<file path="src/rtl/core/wlavg_pkg.sv">
// Shared types, widths and constants of the water level core.
// Used by wlavg_ctrl, wlavg_dp, the top level and the checker.
package wlavg_pkg;

    localparam int CODE_W     = 10;
    localparam int SENSOR_W   = 3;
    localparam int REG_IDX_W  = 3;
    localparam int QUO_W      = 16;
    localparam int SQ_X_W     = 20;
    localparam int ROOT_W     = 10;
    localparam int SQ_REM_W   = 11;
    localparam int DIV_STEPS  = 16;
    localparam int SQRT_STEPS = 10;
    localparam int STEP_W     = $clog2(DIV_STEPS);

    localparam int SAMPLES_PER_AVERAGE_DEF = 3;

    // Sensors 1 .. SENSOR_REFS own a reference; all others share the default.
    localparam int SENSOR_REFS = 4;
    localparam int REF_REGS    = SENSOR_REFS + 1;
    localparam int REF_DEF_IDX = SENSOR_REFS;

    // Configuration register indexes
    localparam logic [REG_IDX_W-1:0] REG_REF_S1  = 3'd0;
    localparam logic [REG_IDX_W-1:0] REG_REF_S2  = 3'd1;
    localparam logic [REG_IDX_W-1:0] REG_REF_S3  = 3'd2;
    localparam logic [REG_IDX_W-1:0] REG_REF_S4  = 3'd3;
    localparam logic [REG_IDX_W-1:0] REG_REF_DEF = 3'd4;
    localparam logic [REG_IDX_W-1:0] REG_BASE    = 3'd5;
    localparam logic [REG_IDX_W-1:0] REG_TOL     = 3'd6;

    localparam logic [CODE_W-1:0] RST_REF_S1  = 10'd579;
    localparam logic [CODE_W-1:0] RST_REF_S2  = 10'd559;
    localparam logic [CODE_W-1:0] RST_REF_S3  = 10'd561;
    localparam logic [CODE_W-1:0] RST_REF_S4  = 10'd561;
    localparam logic [CODE_W-1:0] RST_REF_DEF = 10'd573;
    localparam logic [CODE_W-1:0] RST_BASE    = 10'd102;
    localparam logic [CODE_W-1:0] RST_TOL     = 10'd102;

    localparam logic [CODE_W-1:0] LEVEL_FULL  = 10'd1000;
    localparam logic [SQ_X_W-1:0] LEVEL_SCALE = 20'd1000000;

    typedef struct packed {
        logic [SENSOR_W-1:0] sensor_num;
        logic [CODE_W-1:0]   sample;
    } t_in_req;

    typedef struct packed {
        logic [SENSOR_W-1:0] out_sensor;
        logic [CODE_W-1:0]   average_code;
        logic [CODE_W-1:0]   level_tenths;
    } t_out_req;

    typedef struct packed {
        logic run_acc;
        logic div_load_avg;
        logic div_load_ratio;
        logic div_step;
        logic avg_latch;
        logic level_fixed;
        logic sqrt_load;
        logic sqrt_step;
        logic level_root;
        logic out_load;
    } t_cmd;

    typedef struct packed {
        logic run_done;
        logic level_full;
        logic level_empty;
        logic out_busy;
    } t_sts;

endpackage

</file>
<file path="src/rtl/core/wlavg_ctrl.sv">
// Sequencer of the water level core: state machine and step counter.
// Depends on wlavg_pkg; drives wlavg_dp through t_cmd, watches t_sts.
module wlavg_ctrl (
    input  logic              i_clk,
    input  logic              i_rst_n,
    input  logic              i_in_valid,
    output logic              o_in_ready,
    input  wlavg_pkg::t_sts   i_sts,
    output wlavg_pkg::t_cmd   o_cmd
);

    localparam logic [3:0] ST_IDLE   = 4'd0;
    localparam logic [3:0] ST_AVG    = 4'd1;
    localparam logic [3:0] ST_LATCH  = 4'd2;
    localparam logic [3:0] ST_DECIDE = 4'd3;
    localparam logic [3:0] ST_RATIO  = 4'd4;
    localparam logic [3:0] ST_MUL    = 4'd5;
    localparam logic [3:0] ST_SQRT   = 4'd6;
    localparam logic [3:0] ST_ROOT   = 4'd7;
    localparam logic [3:0] ST_OUT    = 4'd8;

    localparam logic [wlavg_pkg::STEP_W-1:0] DIV_LAST  =
        wlavg_pkg::STEP_W'(wlavg_pkg::DIV_STEPS - 1);
    localparam logic [wlavg_pkg::STEP_W-1:0] SQRT_LAST =
        wlavg_pkg::STEP_W'(wlavg_pkg::SQRT_STEPS - 1);

    logic [3:0]                    r_state, n_state;
    logic [wlavg_pkg::STEP_W-1:0]  r_step, n_step;

    always_comb begin
        n_state    = r_state;
        n_step     = r_step;
        o_cmd      = '0;
        o_in_ready = 1'b0;
        case (r_state)
            ST_IDLE: begin
                o_in_ready = 1'b1;
                if (i_in_valid) begin
                    o_cmd.run_acc = 1'b1;
                    if (i_sts.run_done) begin
                        o_cmd.div_load_avg = 1'b1;
                        n_step             = '0;
                        n_state            = ST_AVG;
                    end
                end
            end
            ST_AVG: begin
                o_cmd.div_step = 1'b1;
                if (r_step == DIV_LAST) begin
                    n_step  = '0;
                    n_state = ST_LATCH;
                end else begin
                    n_step = r_step + 1'b1;
                end
            end
            ST_LATCH: begin
                o_cmd.avg_latch = 1'b1;
                n_state         = ST_DECIDE;
            end
            ST_DECIDE: begin
                if (i_sts.level_full || i_sts.level_empty) begin
                    o_cmd.level_fixed = 1'b1;
                    n_state           = ST_OUT;
                end else begin
                    o_cmd.div_load_ratio = 1'b1;
                    n_step               = '0;
                    n_state              = ST_RATIO;
                end
            end
            ST_RATIO: begin
                o_cmd.div_step = 1'b1;
                if (r_step == DIV_LAST) begin
                    n_step  = '0;
                    n_state = ST_MUL;
                end else begin
                    n_step = r_step + 1'b1;
                end
            end
            ST_MUL: begin
                o_cmd.sqrt_load = 1'b1;
                n_step          = '0;
                n_state         = ST_SQRT;
            end
            ST_SQRT: begin
                o_cmd.sqrt_step = 1'b1;
                if (r_step == SQRT_LAST) begin
                    n_step  = '0;
                    n_state = ST_ROOT;
                end else begin
                    n_step = r_step + 1'b1;
                end
            end
            ST_ROOT: begin
                o_cmd.level_root = 1'b1;
                n_state          = ST_OUT;
            end
            ST_OUT: begin
                // hold until the output register is free
                if (!i_sts.out_busy) begin
                    o_cmd.out_load = 1'b1;
                    n_state        = ST_IDLE;
                end
            end
            default: begin
                n_state = ST_IDLE;
            end
        endcase
    end

    always_ff @(posedge i_clk) begin
        if (!i_rst_n) begin
            r_state <= ST_IDLE;
            r_step  <= '0;
        end else begin
            r_state <= n_state;
            r_step  <= n_step;
        end
    end

endmodule

</file>
<file path="src/rtl/core/wlavg_dp.sv">
// Datapath of the water level core: run accumulator, settings registers,
// shared restoring divider, level multiplier, digit-wise square root, output.
// Depends on wlavg_pkg; steered by wlavg_ctrl.
module wlavg_dp #(
    parameter int SAMPLES_PER_AVERAGE = wlavg_pkg::SAMPLES_PER_AVERAGE_DEF
) (
    input  logic                                i_clk,
    input  logic                                i_rst_n,
    input  wlavg_pkg::t_cmd                     i_cmd,
    output wlavg_pkg::t_sts                     o_sts,
    input  wlavg_pkg::t_in_req                  i_in_req,
    input  logic                                i_cfg_wr_en,
    input  logic [wlavg_pkg::REG_IDX_W-1:0]     i_cfg_index,
    input  logic [wlavg_pkg::CODE_W-1:0]        i_cfg_wdata,
    input  logic                                i_out_ready,
    output logic                                o_out_valid,
    output wlavg_pkg::t_out_req                 o_out_req
);

    localparam int CW    = wlavg_pkg::CODE_W;
    localparam int SUM_W = CW + $clog2(SAMPLES_PER_AVERAGE);
    localparam int CNT_W = $clog2(SAMPLES_PER_AVERAGE + 1);
    localparam int QW    = wlavg_pkg::QUO_W;
    localparam int XW    = wlavg_pkg::SQ_X_W;
    localparam int RW    = wlavg_pkg::ROOT_W;
    localparam int SRW   = wlavg_pkg::SQ_REM_W;
    localparam int PW    = QW + XW;

    // settings
    logic [CW-1:0] r_ref [wlavg_pkg::REF_REGS];
    logic [CW-1:0] r_base, r_tol;

    // run accumulator
    logic [SUM_W-1:0]                  r_sum;
    logic [CNT_W-1:0]                  r_count;
    logic [wlavg_pkg::SENSOR_W-1:0]    r_run_sensor;

    // result working set
    logic [wlavg_pkg::SENSOR_W-1:0]    r_sensor;
    logic [CW-1:0]                     r_avg, r_level;
    logic [CW-1:0]                     r_rem, r_div;
    logic [QW-1:0]                     r_quo;
    logic [XW-1:0]                     r_sq_x;
    logic [SRW-1:0]                    r_sq_rem;
    logic [RW-1:0]                     r_root;
    logic                              r_out_valid;
    wlavg_pkg::t_out_req               r_out;

    logic                              restart;
    logic [SUM_W-1:0]                  n_sum;
    logic [CNT_W-1:0]                  n_count;
    logic [2:0]                        ref_idx;
    logic [CW-1:0]                     ref_sel;
    logic [CW:0]                       div_trial;
    logic                              div_fit;
    logic [CW-1:0]                     n_rem;
    logic [QW-1:0]                     n_quo;
    logic [PW-1:0]                     prod;
    logic [SRW+1:0]                    sq_t;
    logic [RW+1:0]                     sq_trial;
    logic                              sq_fit;
    logic [SRW-1:0]                    n_sq_rem;
    logic [RW-1:0]                     n_root;

    // run update: a sample from another sensor drops the partial run
    assign restart = (r_count != '0) && (i_in_req.sensor_num != r_run_sensor);
    assign n_sum   = (restart ? '0 : r_sum) + SUM_W'(i_in_req.sample);
    assign n_count = (restart ? '0 : r_count) + 1'b1;

    // reference of the run's sensor
    always_comb begin
        if ((r_sensor != '0) && (32'(r_sensor) <= wlavg_pkg::SENSOR_REFS)) begin
            ref_idx = 3'(r_sensor - 1'b1);
        end else begin
            ref_idx = 3'(wlavg_pkg::REF_DEF_IDX);
        end
        ref_sel = r_ref[ref_idx];
    end

    // restoring divider step: one quotient bit a cycle
    assign div_trial = {r_rem, r_quo[QW-1]};
    assign div_fit   = div_trial >= {1'b0, r_div};
    assign n_rem     = div_fit ? CW'(div_trial - {1'b0, r_div}) : div_trial[CW-1:0];
    assign n_quo     = {r_quo[QW-2:0], div_fit};

    // ratio scaled to millionths, then Q16 dropped
    assign prod = PW'(r_quo) * PW'(wlavg_pkg::LEVEL_SCALE);

    // square root step: one root bit from two radicand bits
    assign sq_t     = {r_sq_rem, r_sq_x[XW-1 -: 2]};
    assign sq_trial = {r_root, 2'b01};
    assign sq_fit   = sq_t >= {1'b0, sq_trial};
    assign n_sq_rem = sq_fit ? SRW'(sq_t - {1'b0, sq_trial}) : sq_t[SRW-1:0];
    assign n_root   = {r_root[RW-2:0], sq_fit};

    assign o_sts.run_done    = (n_count == CNT_W'(SAMPLES_PER_AVERAGE));
    assign o_sts.level_full  = ({1'b0, r_avg} + {1'b0, r_tol}) >= {1'b0, ref_sel};
    assign o_sts.level_empty = r_avg <= r_base;
    assign o_sts.out_busy    = r_out_valid && !i_out_ready;

    assign o_out_valid = r_out_valid;
    assign o_out_req   = r_out;

    // control state and settings
    always_ff @(posedge i_clk) begin
        if (!i_rst_n) begin
            r_ref[0]     <= wlavg_pkg::RST_REF_S1;
            r_ref[1]     <= wlavg_pkg::RST_REF_S2;
            r_ref[2]     <= wlavg_pkg::RST_REF_S3;
            r_ref[3]     <= wlavg_pkg::RST_REF_S4;
            r_ref[4]     <= wlavg_pkg::RST_REF_DEF;
            r_base       <= wlavg_pkg::RST_BASE;
            r_tol        <= wlavg_pkg::RST_TOL;
            r_sum        <= '0;
            r_count      <= '0;
            r_run_sensor <= '0;
            r_out_valid  <= 1'b0;
        end else begin
            if (i_cfg_wr_en) begin
                case (i_cfg_index)
                    wlavg_pkg::REG_REF_S1:  r_ref[0] <= i_cfg_wdata;
                    wlavg_pkg::REG_REF_S2:  r_ref[1] <= i_cfg_wdata;
                    wlavg_pkg::REG_REF_S3:  r_ref[2] <= i_cfg_wdata;
                    wlavg_pkg::REG_REF_S4:  r_ref[3] <= i_cfg_wdata;
                    wlavg_pkg::REG_REF_DEF: r_ref[4] <= i_cfg_wdata;
                    wlavg_pkg::REG_BASE:    r_base   <= i_cfg_wdata;
                    wlavg_pkg::REG_TOL:     r_tol    <= i_cfg_wdata;
                    default: begin
                    end
                endcase
            end
            if (i_cmd.run_acc) begin
                r_run_sensor <= i_in_req.sensor_num;
                if (o_sts.run_done) begin
                    r_sum   <= '0;
                    r_count <= '0;
                end else begin
                    r_sum   <= n_sum;
                    r_count <= n_count;
                end
            end
            if (i_cmd.out_load) begin
                r_out_valid <= 1'b1;
            end else if (i_out_ready) begin
                r_out_valid <= 1'b0;
            end
        end
    end

    // working registers
    always_ff @(posedge i_clk) begin
        if (i_cmd.div_load_avg) begin
            r_sensor <= i_in_req.sensor_num;
            r_rem    <= '0;
            r_quo    <= QW'(n_sum);
            r_div    <= CW'(SAMPLES_PER_AVERAGE);
        end else if (i_cmd.div_load_ratio) begin
            r_rem <= r_avg - r_base;
            r_quo <= '0;
            r_div <= ref_sel - r_base;
        end else if (i_cmd.div_step) begin
            r_rem <= n_rem;
            r_quo <= n_quo;
        end
        if (i_cmd.avg_latch) begin
            r_avg <= r_quo[CW-1:0];
        end
        if (i_cmd.sqrt_load) begin
            r_sq_x   <= prod[PW-1 -: XW];
            r_sq_rem <= '0;
            r_root   <= '0;
        end else if (i_cmd.sqrt_step) begin
            r_sq_x   <= {r_sq_x[XW-3:0], 2'b00};
            r_sq_rem <= n_sq_rem;
            r_root   <= n_root;
        end
        if (i_cmd.level_fixed) begin
            r_level <= o_sts.level_full ? wlavg_pkg::LEVEL_FULL : '0;
        end else if (i_cmd.level_root) begin
            r_level <= (r_root > wlavg_pkg::LEVEL_FULL) ? wlavg_pkg::LEVEL_FULL : r_root;
        end
        if (i_cmd.out_load) begin
            r_out.out_sensor   <= r_sensor;
            r_out.average_code <= r_avg;
            r_out.level_tenths <= r_level;
        end
    end

endmodule

</file>
<file path="src/rtl/core/water_level_from_adc_average_core.sv">
// Water level core, top level: joins the sequencer and the datapath.
// Depends on wlavg_pkg, wlavg_ctrl and wlavg_dp.
//
// Use:
//   Input channel (i_in_valid / o_in_ready / i_in_req) takes one ADC sample
//   request tagged with its sensor number. Runs of SAMPLES_PER_AVERAGE samples
//   from one sensor are summed; a sample from another sensor restarts the run.
//   Output channel (o_out_valid / i_out_ready / o_out_req) gives one request
//   per completed run: sensor, truncated average and level in 0.1 % steps.
//   Settings are written through i_cfg_wr_en / i_cfg_index / i_cfg_wdata
//   by the user only while the core is idle; the block does not enforce it;
//   indexes beyond the tolerance register drop.
// Sequence: a sample that does not complete a run is only summed; a completing
//   one holds o_in_ready low while the 16-step divider forms the average. The
//   average is latched, then either a fixed level is set (full or empty) or a
//   further 16-step ratio divide, a multiply and a 10-step square root run.
//   When the output register is free the result loads and o_in_ready rises.
//   The output register decouples the sides: samples keep flowing while a
//   result waits; a stalled receiver blocks only the next completed run.
// Reset: clears the run, the output valid and restores default settings.
module water_level_from_adc_average_core #(
    parameter int SAMPLES_PER_AVERAGE = wlavg_pkg::SAMPLES_PER_AVERAGE_DEF
) (
    input  logic                            i_clk,
    input  logic                            i_rst_n,
    input  logic                            i_in_valid,
    output logic                            o_in_ready,
    input  wlavg_pkg::t_in_req              i_in_req,
    output logic                            o_out_valid,
    input  logic                            i_out_ready,
    output wlavg_pkg::t_out_req             o_out_req,
    input  logic                            i_cfg_wr_en,
    input  logic [wlavg_pkg::REG_IDX_W-1:0] i_cfg_index,
    input  logic [wlavg_pkg::CODE_W-1:0]    i_cfg_wdata
);

    wlavg_pkg::t_cmd cmd;
    wlavg_pkg::t_sts sts;

    // sequence the work of one completed run
    wlavg_ctrl u_ctrl (
        .i_clk      (i_clk),
        .i_rst_n    (i_rst_n),
        .i_in_valid (i_in_valid),
        .o_in_ready (o_in_ready),
        .i_sts      (sts),
        .o_cmd      (cmd)
    );

    // accumulate, divide, take the root and hold the result
    wlavg_dp #(
        .SAMPLES_PER_AVERAGE (SAMPLES_PER_AVERAGE)
    ) u_dp (
        .i_clk       (i_clk),
        .i_rst_n     (i_rst_n),
        .i_cmd       (cmd),
        .o_sts       (sts),
        .i_in_req    (i_in_req),
        .i_cfg_wr_en (i_cfg_wr_en),
        .i_cfg_index (i_cfg_index),
        .i_cfg_wdata (i_cfg_wdata),
        .i_out_ready (i_out_ready),
        .o_out_valid (o_out_valid),
        .o_out_req   (o_out_req)
    );

endmodule

</file>
<file path="config.mk">
export PLATFORM = sky130hd
export DESIGN_NAME = water_level_from_adc_average_core
export DESIGN_NICKNAME = d
export VERILOG_FILES = /design/src/rtl/core/wlavg_pkg.sv /design/src/rtl/core/wlavg_ctrl.sv /design/src/rtl/core/wlavg_dp.sv /design/src/rtl/core/water_level_from_adc_average_core.sv
export SDC_FILE = /design/constraint.sdc
export NUM_CORES = 1
export LEC_CHECK = 0
export BUFFER_PORTS_ARGS = -buffer_cell sky130_fd_sc_hd__clkbuf_2
export CAP_MARGIN = 30
export CORE_MARGIN = 1
export CORE_UTILIZATION = 68
export DETAILED_ROUTE_END_ITERATION = 8
export HOLD_SLACK_MARGIN = 0.08
export PLACE_DENSITY_LB_ADDON = 0.08
export SKIP_LAST_GASP = 1
export SLEW_MARGIN = 25
export SYNTH_ARGS = -nofsm -noshare
export SYNTH_HDL_FRONTEND = slang
export SYNTH_SLANG_ARGS = --single-unit
</file>
<file path="constraint.sdc">
create_clock -name i_clk -period 8.6 [get_ports i_clk]
set_input_delay 0 -clock i_clk [delete_from_list [all_inputs] [get_ports i_clk]]
set_output_delay 0 -clock i_clk [all_outputs]
set_load 0.01 [all_outputs]
</file>
# After elaboration in Yosys (flattened, before gate mapping)
# Memories as Yosys holds them, arrays and structs flattened.
# Index checks and enable logic that the tools add are counted.
[totals] regBits=169 latchBits=0 ram_bits=50 romBits=0 input_bits=31 mem_count=1
[op_classes] add_sub_neg=9 multipliers=1 n_div=0 magnitude_cmp=6 eq_ne=25 shifts=0 mux=75 bitwise=5 n_reduce_logical=21
[mem_list] name="u_dp.r_ref" depth=5 width=10 read_ports=1 rd_ports_with_merged_regs=0 write_ports=5 line_no="wlavg_dp.sv:30" text="logic [CW-1:0] r_ref [wlavg_pkg::REF_REGS];"
[ops] op="10-bit two-way mux" n=12
[ops] op="12-bit two-way mux" n=5
[ops] op="4-bit two-way mux" n=12
[ops] op="20-bit two-way mux" n=2
[ops] op="1-bit two-way mux" n=36
[ops] op="4-bit one-hot mux with 9 select lines" n=1
[ops] op="16-bit by 14-bit multiplier with 30-bit output (second input constant)" n=1
[ops] op="10-bit subtractor" n=3
[ops] op="11-bit by 10-bit >= comparator with 1-bit output" n=2
[ops] op="4-bit one-hot mux with 5 select lines" n=1
[ops] op="4-bit by 3-bit equality test with 1-bit output (second input constant)" n=4
[ops] op="13-bit by 12-bit >= comparator with 1-bit output" n=1
[ops] op="12-bit by 10-bit adder with 12-bit output" n=1
[ops] op="4-bit equality test (second input constant)" n=3
[ops] op="10-bit by 10-bit adder with 11-bit output" n=1
[ops] op="11-bit two-way mux" n=1
[ops] op="11-bit subtractor" n=1
[ops] op="10-bit > comparator (second input constant)" n=1
[ops] op="10-bit <= comparator" n=1
[ops] op="2-bit nonzero test" n=5
[ops] op="3-bit equality test (second input constant)" n=3
[ops] op="4-bit by 2-bit equality test with 1-bit output (second input constant)" n=2
[ops] op="2-bit two-way mux" n=4
[ops] op="2-bit != test (second input constant)" n=4
[ops] op="23 further kinds" n=35

# Longest topological paths before layout
# Gate-level depths: netlist (run 1).
# An unclocked memory read counts as a cell.
[depth] word_depth=10 ltp_mapped=19

# By module
# From an unflattened synthesis (run 1), not the netlist that was laid out.
[unflattened] cells_unflattened=1496 area_unflattened_um2=15382.3
[by_module_without_submodules] mod="wlavg_dp" n_inst=1 cells_each=1418 area_per_inst_um2=14785.4
[by_module_without_submodules] mod="wlavg_ctrl" n_inst=1 cells_each=78 area_per_inst_um2=596.8

# Worst setup path before layout (run 1)
# No wires, ideal clock.
[synth_timing] path_kind="flip-flop to flip-flop" startpoint="register u_dp.r_quo[1]" endpoint="register u_dp.r_sq_x[19], data pin" arrival_time_ns=5.241 required_time_ns=8.335 slack_ns=3.093 stages_incl_launch_ff=20 n_path_buf=0 synth_period_minus_slack_ns=5.507 path_cell_list="edfxtp_1 -> inv_1 -> fa_1 -> inv_1 -> fa_1 -> fa_1 -> fa_1 -> ha_1 -> inv_1 -> fa_1 -> inv_1 -> ha_1 -> o21ai_0 -> o21bai_1 -> a21o_1 -> a221oi_1 -> a21bo_2 -> a211oi_1 -> nand4b_1 -> nand4_1"
[synth_between] elab_chain_len=2
[synth_rtl] element="from (decl)" line_no="wlavg_dp.sv:42" text="logic [QW-1:0] r_quo;"
[synth_rtl] element="from (signal assigned)" line_no="wlavg_dp.sv:155" text="r_quo <= QW'(n_sum);"
[synth_rtl] element="from (signal assigned)" line_no="wlavg_dp.sv:163" text="r_quo <= n_quo;"
[synth_rtl] element="16-bit by 14-bit multiplier with 30-bit output" line_no="wlavg_dp.sv:87" text="assign prod = PW'(r_quo) * PW'(wlavg_pkg::LEVEL_SCALE);"
[synth_rtl] element="20-bit two-way mux" line_no="wlavg_dp.sv:168" text="if (i_cmd.sqrt_load) begin"
[synth_rtl] element="to (signal assigned)" line_no="wlavg_dp.sv:169" text="r_sq_x <= prod[PW-1 -: XW];"
[synth_rtl] element="to (signal assigned)" line_no="wlavg_dp.sv:173" text="r_sq_x <= {r_sq_x[XW-3:0], 2'b00};"
[synth_rtl] element="to (decl)" line_no="wlavg_dp.sv:43" text="logic [XW-1:0] r_sq_x;"
# No other way between the ends.
# A chain may end at the register's enable or synchronous reset.

# Worst setup path after layout (run 1)
[layout_timing] startpoint="register u_dp.r_quo[0]" endpoint="register u_dp.r_sq_x[18], data pin"
# Same word-level chain as after synthesis.

==> results of run 1 <==
## power by group through the flow
stage,Clock [mW],Combinational (mW),Sequential (mW)
6_report,1.02,3.36,1.27
5_1_grt,1.07,3.87,1.28
4_1_cts,1.03,3.39,1.26
3_5_place_dp,0,3.35,1.29
3_3_place_gp,0,3.23,1.28
2_1_floorplan,0,2.66,1.26
## registers in the layout (all words and copies together) (netlist names), 11 cells and up
| signal | cells |
|---|---|
| u_dp.r_quo | 16 |
| u_dp.o_out_req | 23 |
| u_dp.r_ref | 50 |
| u_dp.r_sq_x | 20 |
| u_dp.r_sq_rem | 11 |
| u_dp.r_sum | 12 |
## per-stage QoR
stage / util (%) / cell area [um^2]
6_report: 77.87 / 16520
5_1_grt: 77.87 / 16520
4_1_cts: 77.77 / 16500
3_5_place_dp: 72.62 / 15410
3_3_place_gp: 72.52 / 15390
2_1_floorplan: - / 14890
## Yosys cell counts, types with 27 or more instances
library cell	number	area share, %
a21oi_1	110	3.7
clkbuf_1	31	0.78
dfxtp_1	91	12
edfxtp_1	128	26
fa_1	59	7.9
ha_1	177	15
inv_1	166	4.2
nand2_1	143	3.6
nand2b_1	27	1.1
nand3_1	32	1.1
nor2_1	69	1.7
o21ai_0	65	2.2
xnor2_1	45	2.6
## final cells by class
class	instances	share of cell area, %
Clock buffer	30	3.832
Clock inverter	14	0.8405
Inverter	168	3.816
Multi-Input combinational cell	1042	50.81
Sequential cell	219	34.29
Tap cell	275	2.082
Timing Repair Buffer	103	4.331
## path summary, 6_finish.rpt
path	from	to	slack, ns	depth (start not counted)
setup / recovery	u_dp.r_quo[0]	u_dp.r_sq_x[18]	2.64	17
setup reg to reg	u_dp.r_quo[0]	u_dp.r_sq_x[18]	2.64	17
hold reg to reg	u_dp.r_level[7]	u_dp.o_out_req[7]	0.42	0
hold / removal	i_in_req[7]	u_dp.r_sum[7]	0.11	5
## routing by layer
metal  GRT usage, %  routed length [um]
met1          40.33               14260
met2          53.47               16410
met3          4.512                2268
met4          9.343                 908
met5              0                   0
## repair_timing
| item | CTS | global route |
|---|---|---|
| hold endpoints to repair | 87 | 0 |
| buffers inserted | 0 | 0 |
| hold buffers | 32 | 0 |
| endpoints found under the setup margin | 0 | 0 |
## tightest hold or removal path: stages
cell and delay, ns:
clkbuf_2 0.09, ha_1 0.18, xor2_1 0.11, a22oi_1 0.14
nor2_1 0.06
## cell families after synthesis
family	Yosys count
AOI/OAI and AO/OA	322
muxes	35
xor gates and xnor gates	71
adders and majority gates	236
buffers and inverters	212
and+or+nand+nor	378
DFF	219
==> reports/qor.yml, run 1 <==
cp_common_cell: "fa_1"
slew_headroom_pct: 35.23
wire_per_inst_um: 18.29
synth.distinct_cells: 77
power.density_mw_per_mm2: 341.7
grt_antenna_before_repair: 0
fin_crit_sh_pct: 69.33
dieArea_mm2: 0.02249
synthXorXnorAreaFrac_pct: 4.227
drc: 0
gr-total-overflow: 0
crit_chain: "fa_1 > fa_1 > fa_1 > fa_1 > ha_1 > inv_1 > fa_1 > inv_1 > ha_1 > a211oi_1 > o21bai_1 > a21o_1 > a221oi_1 > a21bo_2 > a211oi_1 > xnor2_1 > o21ai_0"
peakVddDrop_mv: 0.3729
multiInputGateArea_mm2: 0.008396
grt_usage_pct: 31.02
post_cts_resized: 0
slowest_delay_ns: 0.61
setup_ws_ns: 2.638
final_cells: 1851
cap_violations: 0
final_common_cell: "ha_1"
mostFrequentLayoutCells: "ha_1, inv_1, nand2_1, edfxtp_1, a21oi_1"
core_mm2: 0.02122
power_frac_seq_pct: 22.4
boundaryPins: 56
hpwl_um: 24460
critPathTopFamily: "adder cells"
dp.cells: 1773
drtIter0Drc: 805
netSwitchingPower_mw: 2.401
fillCellCount: 1422
min_path_type: "in2reg"
nets: 1825
async_flop_share_pct: 0
finalMaxSlewViolations: 0
synth_edf_count: 128
synth_fa_ha_area_share_pct: 22.80
leakage_nw: 7.349
cp.required_ns: 8.84
design_power_total_mw: 5.645
setup_viol: 0
synth_top_family_by_area: "adder cells"
drt-vias-per-instance: 6.045
swShare_pct: 42.53
die_h_um: 150.0
status: "finished, final reports clean"
synth-seq-area-share_pct: 38.05
tns_ns: 0
ys_ff_latch: 219
wl_um: 33850
synthToLayoutAreaGrowth_pct: 10.97
clock_skew_ns: 0.01370
hold_violations: 0
yosys_warnings: 0
drtAntennaViolNets: 0
pre_cts_slack_ns: 2.705
cts_tree: "built"
grt_pass1_vias: 11140
syn_nets: 1740
synthesis.instances: 1473
row_count: 53
layout-drive-gt1-share_pct: 9.074
gp_congestion: 0.8995
path_buf_inv: 2
clkPwrFrac_pct: 18.0
synthFlopType: "edfxtp_1"
register_area_mm2: 0.005665
synth_compound_area_share_pct: 13.70
intPower_mw: 3.245
whs_ns: 0.1083
crit_slowest_cell: "fa_1"
synthMuxAreaShare_pct: 3.218
cp-end-kind: "flop"
htreeDepth: 1
detailroute.via_count: 11190
cts.path.max_buffers: 3
cts.sinks: 219
start_util_pct: 70.17
synth_simple_gate_area_share_pct: 12.38
grt_pass1_wl_um: 54720
syn_area_per_cell_um2: 10.11
crit_type: "reg2reg"
die_w_um: 150.0
cp.arrival_ns: 6.21
combPwrFrac_pct: 59.6
start_kind: "flop"
period_needed_ns: 5.962
clk_latency_ns: 0.53
crit_fanout: 8
synth.cell_area_mm2: 0.01489
grt_max_degree: 47
clk_pin_slew_worst_paths_ns: 0.06
tightest_slew_ns: 0.9695
dr.pass1.iters: 5
antenna_cells: 0
fmax_ghz: 0.1677
rsz0062_at_grt: "false"
port_buffers: 55
cts_buffers: 24
cts-root-buf: "clkbuf_16"
Power figures use the tool's default switching activity.
==> inputs of run 2 (changes only) <==
- ABC_AREA: default -> 1
- CORE_UTILIZATION: 68 -> 57
- clock period: 8.6 -> 4.77 ns (I/O delays scaled with it)
==> reports/qor.yml, run 2 <==
dieArea_mm2: 0.02817
async_flop_share_pct: 0
fmax_ghz: 0.2060
drt-vias-per-instance: 5.534
htreeDepth: 1
synth_simple_gate_area_share_pct: 18.84
cp-endpoint: "u_dp.r_sq_x[15]"
boundaryPins: 56
synth.most_common_cell: "nand2_1"
ys_ff_latch: 219
drtIter0Drc: 1071
fin_crit_sh_pct: 101.8
die_h_um: 167.9
rsz0062_at_grt: "true"
ys_top_cells_by_area: "edfxtp_1, ha_1, dfxtp_1"
rr_startpoint: "u_dp.r_quo[1]"
pre_cts_slack_ns: -0.1946
hpwl_um: 30320
status: "finished with violations"
start_kind: "flop"
synth_top_area_cell: "edfxtp_1"
yosys_warnings: 0
synth_edf_count: 128
grt_max_degree: 41
final_common_cell: "nand2_1"
synthXorXnorAreaFrac_pct: 3.184
largest_register_ffs: 50
synth_fa_ha_area_share_pct: 21.66
cp.arrival_ns: 5.15
detailroute.via_count: 13420
crit_type: "reg2reg"
synthFlopType: "edfxtp_1"
cts-root-buf: "clkbuf_16"
min_path_type: "in2reg"
finalMaxSlewViolations: 0
synth.distinct_cells: 53
drc: 0
synthToLayoutAreaGrowth_pct: 19.19
grt_pass1_wl_um: 63990
synthMuxAreaShare_pct: 0
r2r-end: "u_dp.r_sq_x[15]"
cts.sinks: 219
netlist_top_cells_count: "nand2_1, inv_1, ha_1, nor2_1, a21oi_1"
startpoint: "u_dp.r_quo[1]"
hold_violations: 0
grt_pass1_vias: 12760
wl_um: 40200
layout-drive-gt1-share_pct: 15.12
cts.path.max_buffers: 3
setup_ws_ns: -0.08434
nets: 2332
clk_pin_slew_worst_paths_ns: 0.06
mostFrequentLayoutCells: "nand2_1, inv_1, ha_1, nor2_1, a21oi_1"
failed_checks: "setup timing"
row_count: 60
cp-end-kind: "flop"
slew_headroom_pct: 34.25
synth-seq-area-share_pct: 36.13
core_mm2: 0.02695
grt_usage_pct: 28.43
largest-register: "u_dp.r_ref"
cp.required_ns: 5.06
syn_area_per_cell_um2: 8.358
dr.pass1.iters: 6
syn_nets: 2143
cts_tree: "built"
cap_violations: 0
grt_antenna_before_repair: 0
drtAntennaViolNets: 0
clock_skew_ns: 0.01141
die_w_um: 167.9
synth_top_family_by_area: "adder cells"
final_core_util_pct: 69.34
synth.cell_area_mm2: 0.01568
r2r_slack_ns: -0.08
antenna_cells: 0
period_needed_ns: 4.854
gr-total-overflow: 0
gp_congestion: 0.9316
crit_fanout: 4
r2r_cells: 19
synth_top_area_share_pct: 24.52
tns_ns: -0.7302
synth_compound_area_share_pct: 11.94
setup_viol: 13
port_buffers: 55
cts_buffers: 25
tightest_slew_ns: 0.9852
clk_latency_ns: 0.54
synthesis.instances: 1876
wire_per_inst_um: 16.58
start_util_pct: 58.18
run 2: cell count changes after synthesis, moves of 17 or more:
cell / before / now
nand2_1: 143 / 340
nand4_1: 12 / 29
inv_1: 166 / 290
nand2b_1: 27 / 0
nor2_1: 69 / 172
nor2b_1: 24 / 0
mux2i_1: 22 / 0
o21ai_0: 65 / 123
xnor2_1: 45 / 22
nand3_1: 32 / 86
a21oi_1: 110 / 138
run 2: worst min-delay path by stage:
stage / endpoint / startpoint / cells after the start
after floorplan: u_dp.r_sensor[0] / i_in_req[10] / 0
after global placement: u_dp.r_sensor[2] / i_in_req[12] / 1
after detailed placement: u_dp.r_sensor[2] / i_in_req[12] / 1
after CTS: u_ctrl.r_state[0] / i_rst_n / 3
after global routing: u_dp.r_quo[6] / i_in_req[6] / 4
final: u_dp.r_sum[6] / i_in_req[6] / 6
run 2: critical path: stages, from the launching register on:
cell and delay, ns:
edfxtp_1 0.44, buf_6 0.15, fa_1 0.56, fa_1 0.45
fa_2 0.56, fa_1 0.41, ha_1 0.30, inv_2 0.04
fa_2 0.52, inv_2 0.04, ha_4 0.31, nand2_4 0.09
inv_4 0.08, nand2_4 0.07, inv_1 0.16, o2111ai_2 0.16
nand3_1 0.10, nand2_1 0.05, nand3_1 0.06, nand2_1 0.05
run 2: per-stage QoR:
step | std cells | cell area (um^2) | hold WS (ns)
floorplan | 1876 | 15720 | 0.09887
global placement | 2326 | 16950 | 0.2239
detailed placement | 2327 | 16960 | 0.2276
CTS | 2417 | 18390 | 0.08677
global route | 2425 | 18690 | 0.1562
finish | 2425 | 18690 | 0.1315
run 2: final cells by class:
cell class / count / area, um^2
multi-input cells: 1321 / 9170
fillers: 2186 / 8263
flip-flops and latches: 219 / 5665
repair buffers: 197 / 1464
inverters: 301 / 1136
clock buffers: 33 / 673.1
well taps: 341 / 426.7
clock inverters: 13 / 152.6
run 2: routing by layer:
layer	global-route usage (%)	routed length, um
met1	41.13	18740
met2	45.09	18000
met5	0	0
met3	3.808	2612
met4	7.060	848
run 2: timing repair:
item,in CTS,in global routing
setup buffers,6,8
resized for setup,41,58
endpoints found under the setup margin,15,16
cloned,0,0
pin swaps,26,35
hold buffers,38,0
endpoints found under the hold margin,105,0
run 2: logic make-up after synthesis:
| family | Yosys count |
|---|---|
| buf+inv | 336 |
| simple gates | 689 |
| fa+ha+maj | 236 |
| compound gates | 339 |
| flops | 219 |
| xor+xnor | 57 |
Power of run 2 is left out: the tool's default activity adds up to more than one toggle a clock period on the data nets, which glitch-free logic cannot reach.
